--- config.mk ---
export PLATFORM = sky130hd
export DESIGN_NAME = rbb_ctrl
export DESIGN_NICKNAME = d
export VERILOG_FILES = /design/src/design/rbb_pkg.sv /design/src/design/rbb_ctrl.sv
export SDC_FILE = /design/constraint.sdc
export NUM_CORES = 1
export LEC_CHECK = 0
export BUFFER_PORTS_ARGS = -buffer_cell sky130_fd_sc_hd__buf_2
export CELL_PAD_IN_SITES_DETAIL_PLACEMENT = 1
export CELL_PAD_IN_SITES_GLOBAL_PLACEMENT = 2
export CORE_AREA = 2 2 39 41
export DETAILED_ROUTE_END_ITERATION = 10
export DIE_AREA = 0 0 41 43
export GPL_ROUTABILITY_DRIVEN = 0
export GPL_TIMING_DRIVEN = 0
export PLACE_DENSITY = 0.7
export SLEW_MARGIN = 25
export SYNTH_ARGS = -nofsm -noshare
export SYNTH_HDL_FRONTEND = slang
export SYNTH_SLANG_ARGS = --single-unit
--- constraint.sdc ---
create_clock -name i_clk -period 1.1 [get_ports i_clk]
set_clock_uncertainty 0.05 [all_clocks]
set_input_delay 0.22 -clock i_clk [delete_from_list [all_inputs] [get_ports i_clk]]
set_output_delay 0.22 -clock i_clk [all_outputs]
set_load 0.01 [all_outputs]
--- src/design/rbb_pkg.sv ---
// ----------------------------------------------------------------------------
// rbb_pkg
// Shared types, codes and the reciprocal table for the 3x3 RGB box blur.
// ----------------------------------------------------------------------------
`default_nettype none

package rbb_pkg;

    localparam int CFG_DW = 13;

    localparam logic CFG_IDX_WIDTH  = 1'b0;
    localparam logic CFG_IDX_HEIGHT = 1'b1;

    localparam logic OP_PIXEL = 1'b0;
    localparam logic OP_DRAIN = 1'b1;

    localparam int RECIP_SHIFT = 20;

    typedef struct packed {
        logic       op;
        logic [7:0] red;
        logic [7:0] green;
        logic [7:0] blue;
    } t_in_item;

    typedef struct packed {
        logic [7:0] blur_red;
        logic [7:0] blur_green;
        logic [7:0] blur_blue;
        logic       frame_end;
    } t_out_item;

    typedef struct packed {
        logic take;
        logic read;
        logic push;
        logic sum;
        logic emit;
    } t_dp_cmd;

    typedef struct packed {
        logic drain_ok;
        logic pend_full;
        logic more_push;
        logic out_free;
        logic is_pixel;
    } t_dp_status;

    // ceil(2^20 / (2*count)); exact floor division for numerators below 2^13
    function automatic logic [19:0] f_recip(input logic [3:0] count);
        logic [19:0] k;
        case (count)
            4'd1:    k = 20'd524288;
            4'd2:    k = 20'd262144;
            4'd3:    k = 20'd174763;
            4'd4:    k = 20'd131072;
            4'd6:    k = 20'd87382;
            4'd9:    k = 20'd58255;
            default: k = 20'd0;
        endcase
        return k;
    endfunction

endpackage

`default_nettype wire

--- src/design/rbb_ctrl.sv ---
// ----------------------------------------------------------------------------
// rbb_ctrl
// Sequencer: read line buffers, push a window column, sum, divide and emit.
// ----------------------------------------------------------------------------
`default_nettype none

module rbb_ctrl (
    input  wire                      i_clk,
    input  wire                      i_rst_n,
    input  wire                      i_in_valid,
    input  wire                      i_in_op,
    output logic                     o_in_ready,
    input  wire rbb_pkg::t_dp_status i_status,
    output rbb_pkg::t_dp_cmd         o_cmd
);
    import rbb_pkg::*;

    localparam logic [2:0] S_IDLE = 3'd0;
    localparam logic [2:0] S_READ = 3'd1;
    localparam logic [2:0] S_PUSH = 3'd2;
    localparam logic [2:0] S_SUM  = 3'd3;
    localparam logic [2:0] S_EMIT = 3'd4;

    logic [2:0] r_state;
    logic [2:0] n_state;

    always_ff @(posedge i_clk) begin
        if (!i_rst_n) begin
            r_state <= S_IDLE;
        end else begin
            r_state <= n_state;
        end
    end

    always_comb begin
        n_state    = r_state;
        o_cmd      = '0;
        o_in_ready = 1'b0;
        unique case (r_state)
            S_IDLE: begin
                o_in_ready = 1'b1;
                if (i_in_valid) begin
                    o_cmd.take = 1'b1;
                    if (i_in_op == OP_PIXEL || i_status.drain_ok) begin
                        n_state = S_READ;
                    end
                end
            end
            S_READ: begin
                o_cmd.read = 1'b1;
                n_state    = S_PUSH;
            end
            S_PUSH: begin
                o_cmd.push = 1'b1;
                if (i_status.is_pixel) begin
                    n_state = i_status.pend_full ? S_SUM : S_IDLE;
                end else begin
                    // one-row frames need a second phantom column
                    n_state = i_status.more_push ? S_READ : S_SUM;
                end
            end
            S_SUM: begin
                o_cmd.sum = 1'b1;
                n_state   = S_EMIT;
            end
            S_EMIT: begin
                if (i_status.out_free) begin
                    o_cmd.emit = 1'b1;
                    n_state    = S_IDLE;
                end
            end
            default: begin
                n_state = S_IDLE;
            end
        endcase
    end

endmodule

`default_nettype wire

# Word-level counts from Yosys, hierarchy flattened
# Cells that the tools add are included.
[classes]
n_reduce_logical = 3
eq_ne = 7
muxes = 15
bitwise_logic = 1
[ops]
columns = ["cell", "n"]
rows = [
  ["$pmux W3 S5", 1],
  ["$mux W3", 3],
  ["$mux W1", 8],
  ["$eq A3 B2 Y1 const B", 2],
  ["$mux W2", 3],
  ["$ne A2 B2 Y1 const B", 3],
  ["$eq A3 B1 Y1 const B", 1],
  ["$eq A3 B3 Y1 const B", 1],
  ["$logic_not A3 Y1", 1],
  ["$reduce_and A3 Y1", 1],
  ["$logic_or A1 B1 Y1", 1],
  ["$not A1 Y1", 1],
]
[totals]
wordCells = 27
output_inout_bits = 6
in_bits = 9
ff_bits = 3

# Longest topological paths before layout
# Gate-level depths: netlist of the first run.
[depth]
depth_word = 5
ltp_mapped = 4
depth_no_buf = 3

# Worst setup path after synthesis of the first run
# OpenSTA, ideal clock, no wires.
[synth_timing]
kind = "flip-flop to output port"
startpoint = "reg r_state[1]"
endpoint = "out o_cmd[4] (netlist bit)"
arrival_time_ps = 969
required_ps = 830
n_path_buf = 1
setup_slack_ps = -139
path_stages_with_launch = 4
cell_sequence = "dfxtp_1 buf_6 nor3_1 and2_1"
[synth_rtl]
columns = ["item", "line_no", "text"]
rows = [
  ["start: declaration", "rbb_ctrl.sv:24", "logic [2:0] r_state;"],
  ["start signal: assignment", "rbb_ctrl.sv:31", "r_state <= n_state;"],
  ["end: declaration", "rbb_ctrl.sv:14", "output rbb_pkg::t_dp_cmd o_cmd"],
]

==> results of run 1 <==
-- report_power, final --
part	switching [mW]	total (mW)	internal [mW]
combinational	0.0386	0.0965	0.0579
clock	0.0517	0.187	0.136
sequential	0.0131	0.126	0.113
-- timing repair --
item                                    4_1_cts  5_1_grt
endpoints found under the hold margin         0        0
pin swaps                                     4        4
endpoints found under the setup margin        6        8
gates cloned                                  0        0
resized for setup                             8        3
setup buffers                                 2        2
-- layout make-up --
type	instances	area (um2)
Fill cell	174	1010
Multi-Input combinational cell	18	149
Timing Repair Buffer	18	110
Sequential cell	3	71.3
Clock buffer	4	26.3
Tap cell	16	20.0
-- worst reg2reg max path, cell delays in order, from the launching register on --
cell,delay [ns]
dfxtp_4,0.36
buf_2,0.15
buf_4,0.14
nor2b_2,0.10
a22oi_1,0.07
nor3_1,0.12
-- kinds of logic (layout without fill, tap and decap cells) --
| kind of cell | after synthesis | in the layout | share of synthesized area |
|---|---|---|---|
| AOI/OAI and AO/OA | 3 | 3 | 0.100 |
| buffers and inverters | 1 | 22 | 0.0562 |
| DFF | 3 | 3 | 0.300 |
| and+or+nand+nor | 15 | 15 | 0.544 |
-- synth_stat cells, drive strengths merged --
| library cell | count | share of area |
|---|---|---|
| and4bb | 1 | 0.062 |
| buf | 1 | 0.056 |
| and2 | 1 | 0.031 |
| nor3 | 2 | 0.050 |
| o21a | 1 | 0.038 |
| a22oi | 1 | 0.038 |
| nor4b | 1 | 0.044 |
| nor3b | 2 | 0.075 |
| a21oi | 1 | 0.025 |
| nand4b | 1 | 0.044 |
| dfxtp | 3 | 0.30 |
| nand2b | 5 | 0.16 |
| nor2b | 1 | 0.031 |
| and3b | 1 | 0.050 |
-- worst min path at each step --
stage | from | endpoint | slack, ns
final | i_rst_n | r_state[2] | 0.17
after global routing | i_rst_n | r_state[2] | 0.18
after CTS | i_rst_n | r_state[2] | 0.17
after detailed placement | i_rst_n | r_state[2] | 0.41
after global placement | i_rst_n | r_state[2] | 0.40
after floorplan | i_rst_n | r_state[2] | 0.29
-- through the flow --
step / std cells / hold WS, ns / setup WS (ns) / utilization
floorplan: 22 / 0.288 / 0.0237 / -
global route: 59 / 0.183 / -0.236 / 0.272
global placement: 52 / 0.400 / -0.0599 / 0.218
CTS: 58 / 0.167 / -0.219 / 0.265
detailed placement: 52 / 0.405 / -0.0694 / 0.218
finish: 59 / 0.171 / -0.187 / 0.272
-- metal layers --
| layer | part of all wire | vias up | global-route usage |
|---|---|---|---|
| li1 | - | 122 | - |
| met1 | 0.44 | 105 | 0.106 |
| met4 | 0 | 0 | 0.0800 |
| met5 | 0 | - | 0 |
| met3 | 0.11 | 0 | 0.0209 |
| met2 | 0.45 | 14 | 0.109 |
==> results.md, run 1 <==
* GR Util All Layers at 0.0844
* Slew margin rel. at 0.872
* Leakage at 0.173 nW
* Sequence of cells on the critical path: nor3_4 -> and2_1 -> buf_2
* CP Launch Point: r_state[1]
* TritonCTS clock tree: yes
* Crit path to: o_cmd[4]
* Reg2reg setup slack at 0.05 ns
* Clock Sinks at 3
* DR DRC count at 0
* Setup-failing EPs final at 6
* Post-Route WL at 594 um
* Status: finished, violations left
* Vias per cell at 4.08
* Fin crit share at 1.17
* Die Area at 1760 um2
* Post-DP HPWL at 394 um
* Final setup margin at -0.187 ns
* Final hold vios at 0
* Initial Utilization at 0.145
* Total power at 410 uW
* Syn Inst Count at 22
* Area growth syn-to-layout at 88.1%
* Power Density at 1090 nW/um2
* Actual slew at the worst max-slew pin at 0.192 ns
* Syn Nets at 31
* Post-route minimum period at 1.29 ns
* # IOs at 15
* Worst r2r src: r_state[1]
* Reg clk slew, reported paths at 0.04 ns
* Port bufs at 14
* Slowest cell on crit path: dfxtp_4
* Post-DP Area at 302 um2
* DR WL/cell at 10.1 um
* CP arrival at 1.02 ns
* Unrepaired setup endpoints after global routing: true
* Clk_lat worst skew at 0.23 ns
* Fin nets at 53
* Die W at 41 um
* Most frequent cells in the layout: buf_2 (13), nand2b_1 (5), clkbuf_4 (3), dfxtp_4 (3), buf_4 (3)
* FMAX at 777 MHz
* Syn avg cell area at 9.10 um2
* Number of flip-flops in the largest register at 3
* GRT overflow at 0
* Layout cell share with drive strength beyond 1 at 0.674
* Worst path buffer plus inverter count at 1
* Synth cell types at 14
* # diodes at 0
* Worst Path Max Fanout at 6
* Core area at 1380 um2
* #FFs+latches synth at 3
* Largest net degree at the start of global routing at 10
* WP depth at 3
* Hold/Removal Path Class: in -> reg
* Worst path required time at 0.83 ns
* Ys Warns at 0
* Clock Tree Root: clkbuf_4
* CP Class: reg -> out
* Rows at 14
* Initial antenna violation count at 0
* FF-to-FF End: r_state[0]
* Hold depth at 2
* Vias in the first global route at 247
* Initial DRC Count at 1
* Kind of cell adding the most delay to the critical path: flip-flops
* R2R cell count at 5
* Crit path largest cell delay at 0.36 ns
* Biggest register: r_state
* Num CTS Buffers at 3
* Fin. max-slew vios at 0
* Startpoint types: flip-flop
* Total Neg Setup Slack at -0.752 ns
* First-pass iteration count of the detailed router at 2
* Failing checks: negative setup slack
* Synthesized area at 200 um2
* Top Registers: r_state x3
* Clock buffer depth at 2
* Die H at 43 um
* Seq/Total Area, Yosys at 0.300
* Global-route wire length before repair at 986 um
* CP endpoint kind: output port
* Max-cap viol count at 0
* Vias post-DR at 241
* Hold buffer count at CTS at 0
* Maximum vdd ir drop at 0.300 mV
* Most common cell after layout, fill and taps aside: buf_2
* Post-route cell area at 377 um2
* Antenna Violating Nets Remaining at 0
* H-tree levels at 1
Power figures use the tool's default switching activity.
==> run 2, diff against run 1 <==
--- a/constraint.sdc
+++ b/constraint.sdc
@@ -3,3 +3,3 @@
 set_input_delay 0.22 -clock i_clk [delete_from_list [all_inputs] [get_ports i_clk]]
 set_output_delay 0.22 -clock i_clk [all_outputs]
-set_load 0.01 [all_outputs]
+set_load 0.005 [all_outputs]
==> results.md, run 2 (same netlist as run 1, synthesis figures left out) <==
* Status: finished, violations left
* Failing checks: negative setup slack
* FMAX at 774 MHz (-0.33%)
* Reg2reg setup slack at 0.12 ns (+0.07 ns)
* Clock buffer depth at 2 (unchanged)
* Crit path to: o_cmd[4]
* Fin crit share at 1.17 (+0.00389)
* Die H at 43 um (unchanged)
* Vias in the first global route at 231 (-6.5%)
* DR WL/cell at 11.2 um (+11%)
* Clk_lat worst skew at 0.23 ns (about the same)
* CP Class: reg -> out
* Maximum vdd ir drop at 0.232 mV (-23%)
* Unrepaired setup endpoints after global routing: true
* GRT overflow at 0 (unchanged)
* Sw frac at 0.251 (-0.000814)
* Non-filler cells, final at 57 (-3.4%)
* Area growth syn-to-layout at 77.5%
* Core area at 1380 um2 (unchanged)
* Seq pwr share at 0.316 (+0.008)
* Final hold vios at 0 (unchanged)
* Worst path required time at 0.83 ns (about the same)
* Port bufs at 14 (unchanged)
* Power Density at 1140 nW/um2 (+4.4%)
* Fin nets at 51 (-3.8%)
* Antenna Violating Nets Remaining at 0 (unchanged)
* Leakage at 0.164 nW (-4.7%)
* Initial antenna violation count at 0 (unchanged)
* FF-to-FF End: r_state[0]
* Reg clk slew, reported paths at 0.04 ns (about the same)
* Final setup margin at -0.191 ns (-0.00428 ns)
* Die Area at 1760 um2 (unchanged)
* # IOs at 15 (unchanged)
* DR DRC count at 0 (unchanged)
* Vias post-DR at 238 (-1.2%)
* Startpoint types: flip-flop
* Placed cells at 52 (unchanged)
* Post-route minimum period at 1.29 ns (+0.00428 ns)
* Actual slew at the worst max-slew pin at 0.242 ns (+0.0494 ns)
* Number of flip-flops in the largest register at 3 (unchanged)
* Setup-failing EPs final at 6 (unchanged)
* Post-Route WL at 638 um (+7.4%)
* TritonCTS clock tree: yes
* Worst Path Max Fanout at 7 (+1)
* Internal power at 302 uW (-1.4%)
* Biggest register: r_state
* H-tree levels at 1 (unchanged)
* Fin. max-slew vios at 0 (unchanged)
* CP endpoint kind: output port
* Hold buffer count at CTS at 0 (unchanged)
* First-pass iteration count of the detailed router at 4 (+2)
* Gate power share at 0.214 (-0.021)
* Post-DP HPWL at 395 um (+0.33%)
* Slew margin rel. at 0.837 (-0.0349)
* Post-Place Setup Slack at -0.0425 ns (+0.0269 ns)
* Top Registers: r_state x3
* Most common cell after layout, fill and taps aside: buf_2
* Total power at 404 uW (-1.5%)
* CP Launch Point: r_state[2]
* Worst r2r src: r_state[1]
* Layout cell share with drive strength beyond 1 at 0.659 (-0.0159)
* Vias per cell at 4.18 (+2.2%)
* Fill cells at 179 (+2.9%)
* Net switching power at 101 uW (-1.8%)
* GR Util All Layers at 0.0854 (+0.00101)
* Hold/Removal Path Class: in -> reg
* Clock Tree Root: clkbuf_4
* Die W at 41 um (unchanged)
* CP arrival at 1.02 ns (about the same)
* Num CTS Buffers at 3 (unchanged)
* R2R cell count at 4 (-1)
* Initial Utilization at 0.145 (unchanged)
* Rows at 14 (unchanged)
* Clk network pwr share at 0.471 (+0.014)
* Initial DRC Count at 1 (unchanged)
* Most frequent cells in the layout: buf_2 (14), nand2b_1 (5), clkbuf_4 (3), dfxtp_4 (3)
* # diodes at 0 (unchanged)
* Clock Sinks at 3 (unchanged)
* Total Neg Setup Slack at -0.745 ns (+0.00713 ns)
* Global-route wire length before repair at 966 um (-2.0%)
* Max-cap viol count at 0 (unchanged)
* Largest net degree at the start of global routing at 10 (unchanged)
-- run 2: changes by cell type in the layout (fill, tap and decap cells not counted), sizes merged --
cell  change
buf       -2
-- run 2: area by class of cell --
type | count | area (um2) | area share
multi-input combinational | 18 | 153 | 0.430
timing repair buffer | 16 | 85.1 | 0.239
sequential | 3 | 71.3 | 0.201
clock buffer | 4 | 26.3 | 0.0739
tap | 16 | 20.0 | 0.0563
-- run 2: critical path: stages (launching register included) --
cell and delay (ns):
dfxtp_4 0.36, nor3_4 0.19, and2_1 0.14, buf_2 0.10
-- run 2: power by group through the flow --
stage	clock network [mW]	logic [mW]	registers, mW
final	0.190	0.0863	0.127
after floorplan	0	0.0408	0.123
after global routing	0.213	0.0959	0.129
after CTS	0.198	0.0871	0.124
after global placement	0	0.0738	0.126
after detailed placement	0	0.0738	0.125
-- run 2: worst min path at each step --
stage                        from    endpoint  slack (ns)  depth (start not counted)
after floorplan           i_rst_n  r_state[2]        0.29                          1
after global placement    i_rst_n  r_state[2]        0.40                          2
after detailed placement  i_rst_n  r_state[2]        0.41                          2
after CTS                 i_rst_n  r_state[2]        0.17                          2
after global routing      i_rst_n  r_state[2]        0.17                          2
final                     i_rst_n  r_state[2]        0.18                          2
-- run 2: per-stage QoR --
step                      cell area (um2)  utilization  hold slack [ns]
after global routing                  355        0.257            0.171
after CTS                             348        0.251            0.168
after floorplan                       200            -            0.288
final                                 355        0.257            0.178
after detailed placement              290        0.210            0.408
after global placement                290        0.210            0.401
-- run 2: routing by layer --
layer,GRT usage,up-vias,part of all wire
met5,0,-,0
met1,0.0935,106,0.40
li1,-,118,-
met2,0.119,14,0.50
met4,0.0800,0,0
met3,0.0314,0,0.091
-- run 2: timing repair --
| item | 4_1_cts | 5_1_grt |
|---|---|---|
| gates resized for setup | 5 | 6 |
| gates cloned | 0 | 0 |
| endpoints found under the setup margin | 6 | 7 |
| setup buffers | 2 | 1 |
| pin swaps | 4 | 2 |
